### config.mk
export PLATFORM = sky130hd
export DESIGN_NAME = pdl_cell
export DESIGN_NICKNAME = d
export VERILOG_FILES = /design/src/sv/pdl_pkg.sv /design/src/sv/pdl_cell.sv
export SDC_FILE = /design/constraint.sdc
export NUM_CORES = 1
export LEC_CHECK = 0
export BUFFER_PORTS_ARGS = -buffer_cell sky130_fd_sc_hd__buf_2
export CAP_MARGIN = 10
export CORE_MARGIN = 8
export CORE_UTILIZATION = 40
export CTS_CLUSTER_SIZE = 28
export DETAILED_ROUTE_END_ITERATION = 10
export PLACE_DENSITY = 0.82
export SYNTH_ARGS = -nofsm -noshare
export SYNTH_HDL_FRONTEND = slang
export SYNTH_SLANG_ARGS = --single-unit
### constraint.sdc
create_clock -name clk -period 7.1 [get_ports clk]
set_input_delay 1.42 -clock clk [delete_from_list [all_inputs] [get_ports clk]]
set_output_delay 1.42 -clock clk [all_outputs]
set_load 0.005 [all_outputs]
### src/sv/pdl_pkg.sv
// Shared constants, codes and types for the positional deque list.
`default_nettype none
package pdl_pkg;
	localparam int CAPACITY = 64;
	localparam int DATA_W   = 32;
	localparam int KIND_W   = 3;
	localparam int POS_W    = 8;
	localparam int LEN_W    = 7;
	localparam int STAT_W   = 2;
	localparam int CNT_W    = $clog2(CAPACITY + 1);
	localparam int CMP_W    = (CNT_W > POS_W) ? CNT_W : POS_W;

	localparam logic [KIND_W-1:0] KIND_INS_FRONT = 3'd0;
	localparam logic [KIND_W-1:0] KIND_INS_END   = 3'd1;
	localparam logic [KIND_W-1:0] KIND_INS_POS   = 3'd2;
	localparam logic [KIND_W-1:0] KIND_REM_FRONT = 3'd3;
	localparam logic [KIND_W-1:0] KIND_REM_END   = 3'd4;
	localparam logic [KIND_W-1:0] KIND_REM_POS   = 3'd5;

	localparam logic [STAT_W-1:0] ST_OK    = 2'd0;
	localparam logic [STAT_W-1:0] ST_EMPTY = 2'd1;
	localparam logic [STAT_W-1:0] ST_RANGE = 2'd2;
	localparam logic [STAT_W-1:0] ST_FULL  = 2'd3;

	typedef struct packed {
		logic              ins;
		logic              rem;
		logic [CMP_W-1:0]  tgt;
		logic [DATA_W-1:0] value;
	} pdl_ctl_t;
endpackage
`default_nettype wire

### src/sv/pdl_cell.sv
// One list slot: holds a value and shifts toward either neighbor.
`default_nettype none
module pdl_cell (
	input  wire logic                      clk,
	input  wire pdl_pkg::pdl_ctl_t         ctl,
	input  wire logic [pdl_pkg::CMP_W-1:0] idx,
	input  wire logic [pdl_pkg::DATA_W-1:0] left,
	input  wire logic [pdl_pkg::DATA_W-1:0] right,
	output logic [pdl_pkg::DATA_W-1:0]      val,
	output logic [pdl_pkg::DATA_W-1:0]      hit
);
	import pdl_pkg::*;

	logic [DATA_W-1:0] val_q;

	always_ff @(posedge clk) begin
		if (ctl.ins) begin
			if (idx > ctl.tgt) begin
				val_q <= left;
			end else if (idx == ctl.tgt) begin
				val_q <= ctl.value;
			end
		end else if (ctl.rem) begin
			if (idx >= ctl.tgt) begin
				val_q <= right;
			end
		end
	end

	assign val = val_q;
	assign hit = (ctl.rem && idx == ctl.tgt) ? val_q : '0;
endmodule
`default_nettype wire
; ---- After elaboration in Yosys (flattened, before gate mapping)
; Index checks and enable logic that the tools add are counted.
[word_totals]
regBits = 32
inputBits = 115
out_inout_bits = 64
wordCells = 15
[classes]
n_lt_le_gt_ge = 2
n_eq_ne = 2
muxes = 6
reduce_logical = 4
[ops]
columns = operator, n
row1 = $mux W32, 6
row2 = $eq A8 B8 Y1, 1
row3 = $ge A8 B8 Y1, 1
row4 = $gt A8 B8 Y1, 1
row5 = $reduce_bool A2 Y1, 2
row6 = $ne A3 B1 Y1 const B, 1
row7 = $reduce_and A3 Y1, 1
row8 = $logic_and A1 B1 Y1, 1

; ---- Depth between registers and ports, before layout
; Gate-level depths: netlist of the first run.
[depth]
word_depth = 4
ltp_mapped = 8
depth_no_buf = 7

; ---- Worst setup path after synthesis of the first run
; No wires, ideal clock.
[synth_path]
path_type = input-to-output
startpoint = in ctl[39] in the netlist's numbering
endpoint = out hit[10] in the netlist's numbering
t_arrival_ns = 2.585
t_required_ns = 5.680
path_slack_ns = 3.095
cell_stages = 6
path_buffers = 1
cell_sequence = inv_1 > ha_1 > nand4_4 > nor2_4 > clkbuf_1 > and3_1
[synth_between]
elab_chain_len = 3
[synth_rtl]
columns = item, line_no
row1 = from (decl), pdl_cell.sv:5  ; input wire pdl_pkg::pdl_ctl_t ctl,
row2 = $eq A8 B8 Y1, pdl_cell.sv:31  ; assign hit = (ctl.rem && idx == ctl.tgt) ? val_q : '0;
row3 = $logic_and A1 B1 Y1, pdl_cell.sv:31
row4 = $mux W32, pdl_cell.sv:31
row5 = to (decl), pdl_cell.sv:10  ; output logic [pdl_pkg::DATA_W-1:0] hit
; No other way between the ends.

; ---- Worst setup path in the final report of the first run
[layout_path]
startpoint = in ctl[35] in the netlist's numbering
endpoint = out hit[23] in the netlist's numbering
; Same word-level chain as after synthesis.

==> results of run 1 <==
==> cells by family after synthesis <==
group	synth area share (%)
AOI/OAI and AO/OA	20.21
adders and majority gates	4.492
and+or+nand+nor	24.26
DFF	43.12
buffers and inverters	7.917
==> stage by stage <==
stage,utilization [%],area [sq um],hold slack [ns]
finish,58.09,3159,1.491
CTS,58.09,3159,1.484
floorplan,-,2228,1.669
detailed placement,56.66,3082,1.776
global route,58.09,3159,1.496
global placement,56.66,3082,1.767
==> routing by layer <==
metal / vias to the layer above / GRT usage [%]
met4: 0 / 4.993
met5: - / 0
met1: 1153 / 19.18
met3: 8 / 6.151
met2: 123 / 32.40
li1: 1257 / -
==> power groups by stage <==
stage	combinational, mW	clock (mW)	sequential, mW
after floorplan	0.0714	0	0.265
after global placement	0.145	0	0.263
after detailed placement	0.149	0	0.264
after CTS	0.149	0.129	0.260
after global routing	0.166	0.135	0.264
final	0.147	0.128	0.260
==> layout by cell type, fill, tap and decap left out, drive strengths merged, types with 3 or more instances in the layout <==
cell | synthesis | layout
buf | 12 | 180
o21ai | 34 | 34
a31oi | 33 | 33
nor2 | 33 | 33
nand3 | 32 | 32
and3 | 32 | 32
edfxtp | 32 | 32
inv | 8 | 8
ha | 8 | 8
clkbuf | 13 | 6
a21oi | 3 | 3
==> worst min-delay path by stage <==
stage,to,cells past startpoint,slack [ns],from
floorplan,val[10],2,1.67,right[10]
global placement,val[19],3,1.77,right[19]
detailed placement,val[23],3,1.78,right[23]
CTS,val[23],3,1.48,right[23]
global route,val[23],3,1.50,right[23]
finish,val[23],3,1.49,right[23]
==> cell type report <==
cell class	count	area, sq um	share of cell area, %
multi-input cells	184	1095	34.65
flip-flops and latches	32	960.9	30.42
repair buffers	180	905.9	28.67
well taps	72	90.09	2.851
clock buffers	6	72.57	2.297
inverters	8	30.03	0.9505
clock inverters	1	5.005	0.1584
==> tightest hold or removal path, stage by stage <==
cell	delay [ns]
buf_2	0.07
nor2_1	0.03
a31oi_1	0.12
==> flow_metrics.tcl, run 1 <==
set metrics [dict create \
    status "complete, no violations" \
    seq_area_frac_synth_pct 43.12 \
    power.static_leakage_nw 1.650 \
    internal-power_uw 380.6 \
    die-area_sq_um 8216 \
    worstMarginPinSlew_ns 1.156 \
    critPathArrivalTime_ns 3.11 \
    met2_length_um 3988 \
    ctsHoldBuffers 0 \
    finalHoldViolCount 0 \
    setup_violations 0 \
    pwr-share-clk_pct 24.0 \
    synth_top_cell_by_area "edfxtp_1" \
    min_path_type "in2reg" \
    syn_nets 372 \
    worstSetupStartpointType "primary input" \
    track_usage_pct 17.92 \
    max-cap-violations 0 \
    fin_cells 483 \
    drt_iter0_drc 98 \
    synth_area_leaders "edfxtp_1 (43%), a31oi_1 (9.3%), and3_1 (9.0%)" \
    hpwl_um 5907 \
    grt_pass1_wl_um 12360 \
    avgSynthCellArea_sq_um 8.949 \
    crit_buf_inv 3 \
    drc 0 \
    rows 27 \
    num_vias 2541 \
    crit_path_top_delay_cell "nor2_4" \
    worst-path-stages 7 \
    worstPathRequired_ns 5.68 \
    peakVddDrop_mv 0.08351 \
    io_pins 179 \
    path_max_fanout 35 \
    clock-sinks 32 \
    crit_path_end_kind "output port" \
    die_x_um 90.64 \
    met3_length_um 703 \
    ys_seq_elements 32 \
    p_sw_share_pct 28.87 \
    largest_register_ffs 32 \
    rsz0062_at_grt "false" \
    pwr-share-comb_pct 27.5 \
    critPathMaxStageDelay_ns 0.62 \
    synthesis.area_sq_um 2228 \
    nNetsFinal 534 \
    htree_levels 2 \
    cts_buffer_depth 2 \
    gp_congestion 0.7950 \
    synthFlopType "edfxtp_1" \
    cts_root_buf "clkbuf_8" \
    worst-setup-path-type "in2out" \
    yosysMostFrequentCell "a31oi_1" \
    overflow 0 \
    port_buffers 178 \
    setup_tns_ns 0 \
    path_delay_family "simple AND/OR/NAND/NOR gates" \
    path_cells "buf_2 > inv_1 > ha_1 > nand4_1 > nor2_4 > and3_1 > buf_2" \
    drive_above_1_share_pct 47.20 \
    core_sq_um 5439 \
    post_cts_resized 0 \
    post-place-ws_ns 2.592 \
    route.detailed.wl_per_inst_um 15.98 \
    power_uw 535.1 \
    postSynth.asyncResetShare_pct 0 \
    grt_pass1_vias 2527 \
    clkTransAtPathRegs_ns 0.06 \
    cts_tree "yes" \
    cts_setup_buffers 0 \
    maxClockFrequency_mhz 220.7 \
    p_per_area_nw_per_um2 169.4 \
    fin_crit_ns 4.531 \
    routed_wl_um 7719 \
    antenna_found_initial 0 \
    finalCritPeriodShare_pct 63.81 \
    max_slew_margin_pct 22.58 \
    synth_common_cells "a31oi_1 (33), and3_1 (32), edfxtp_1 (32), nand3_1 (32), nor2_1 (32)" \
    critPathCapture "hit[23]" \
    met1Wirelength_um 2937 \
    synth-edff-count 32 \
    numCtsBuffers 5 \
    dp_cells 476 \
    pwr-share-seq_pct 48.5 \
    area_delta_synth_final_pct 41.77 \
    maxSlewViolCount 0 \
    yosysWarnings 0 \
    antennaDiodeCount 0 \
    num-fill-cells 501 \
    initial_core_util_pct 40.97 \
    antenna_left 0 \
    die_h_um 90.64 \
    setup_slack_ns 2.569 \
    power_switching_uw 154.5 \
    viasPerCell 5.261 \
    grt_start_max_net_pins 66 \
    synth.distinct_cells 22 \
    syn_inst 249 \
    dr.pass1.iters 5 \
    cp_common_cell "buf_2" \
    routed.top_layer "met4" \
    crit_start "ctl[35]" \
    synth_top_area_share_pct 43.12 \
]
No activity file was read; power rests on OpenSTA's default activity.
==> run 2, diff against run 1 <==
clock period = 4.2 ns   (was 7.1 ns; I/O delays follow)
==> flow_metrics.tcl, run 2 (synthesis gave the netlist of run 1 again) <==
set metrics [dict create \
    finalHoldViolCount 0 \
    power.static_leakage_nw 1.655 \
    power_switching_uw 257.9 \
    max-cap-violations 0 \
    cts_root_buf "clkbuf_8" \
    cts_buffer_depth 2 \
    clkTransAtPathRegs_ns 0.06 \
    viasPerCell 5.333 \
    grt_pass1_wl_um 12720 \
    pwr-share-seq_pct 48.9 \
    maxSlewViolCount 0 \
    setup_violations 0 \
    cts_tree "yes" \
    final_common_cell "buf_2" \
    p_per_area_nw_per_um2 284.8 \
    max_slew_margin_pct 23.14 \
    track_usage_pct 18.46 \
    port_buffers 178 \
    die_x_um 90.64 \
    internal-power_uw 644.0 \
    drc 0 \
    core_sq_um 5439 \
    p_sw_share_pct 28.60 \
    drt_iter0_drc 121 \
    ctsHoldBuffers 0 \
    pwr-share-clk_pct 23.5 \
    finalCritPeriodShare_pct 79.05 \
    worstSetupStartpointType "primary input" \
    area_delta_synth_final_pct 42.11 \
    overflow 0 \
    num_vias 2581 \
    initial_core_util_pct 40.97 \
    peakVddDrop_mv 0.1836 \
    status "complete, no violations" \
    htree_levels 2 \
    numCtsBuffers 5 \
    gp_congestion 0.7998 \
    hpwl_um 6114 \
    critPathArrivalTime_ns 2.48 \
    worstMarginPinSlew_ns 1.149 \
    final_cell_mix "buf_2 (178), a31oi_1 (33)" \
    post_cts_resized 0 \
    die-area_sq_um 8216 \
    largest_register_ffs 32 \
    clock-sinks 32 \
    grt_start_max_net_pins 65 \
    path_max_fanout 35 \
    cts_setup_buffers 0 \
    drive_above_1_share_pct 47.33 \
    crit_path_end_kind "output port" \
    antennaDiodeCount 0 \
    rows 27 \
    pwr-share-comb_pct 27.7 \
    fin_crit_ns 3.320 \
    grt_pass1_vias 2628 \
    worst-setup-path-type "in2out" \
    nNetsFinal 535 \
    hold_ws_ns 0.9128 \
    antenna_left 0 \
    die_h_um 90.64 \
    setup_tns_ns 0 \
    worstPathRequired_ns 3.36 \
    maxClockFrequency_mhz 301.2 \
    antenna_found_initial 0 \
    route.detailed.wl_per_inst_um 16.23 \
    routed_wl_um 7855 \
    io_pins 179 \
    dr.pass1.iters 4 \
    rsz0062_at_grt "false" \
    min_path_type "in2reg" \
]
run 2: cell count changes in the layout (fill, tap and decap cells not counted):
cell / before / now
buf_4: 2 / 3
run 2: metal layers:
metal	vias up	track usage (%)	part of all wire (%)
met4	0	6.241	1.8
met1	1170	19.96	38
met2	137	32.95	52
met5	-	0	0
met3	14	5.902	8.2
li1	1260	-	-
run 2: final cells by class:
cell class	instances	area, sq um
clock inverters	1	5.005
inverters	8	30.03
clock buffers	6	72.57
repair buffers	181	913.4
fillers	495	2272
flip-flops and latches	32	960.9
well taps	72	90.09
multi-input cells	184	1095
run 2: power by group through the flow:
stage | clock network, mW | registers, mW | logic (mW)
global route | 0.230 | 0.448 | 0.281
CTS | 0.218 | 0.441 | 0.253
finish | 0.212 | 0.441 | 0.249
floorplan | 0 | 0.448 | 0.121
global placement | 0 | 0.445 | 0.245
detailed placement | 0 | 0.448 | 0.252
run 2: worst max-delay path, cell delays in order:
cell and delay [ns]:
buf_2 0.08, inv_1 0.03, ha_1 0.32, nand4_1 0.23, nor2_4 0.61, and3_1 0.25
buf_2 0.12
run 2: per-stage QoR:
step           cell area [sq um]  total power, mW  std cells  util, %  setup slack [ns]
2_1_floorplan               2228           0.5690        249        -             1.355
3_3_place_gp                3089           0.6897        477    56.80            0.9652
3_5_place_dp                3089           0.6999        477    56.80            0.8895
4_1_cts                     3167           0.9123        484    58.22            0.8890
5_1_grt                     3167           0.9586        484    58.22            0.7312
6_report                    3167           0.9019        484    58.22            0.8798
run 2: worst paths after layout:
path,endpoint,slack [ns],startpoint,cells past startpoint
worst max-delay path,hit[30],0.88,ctl[35],7
worst min-delay path,val[26],0.91,right[26],3
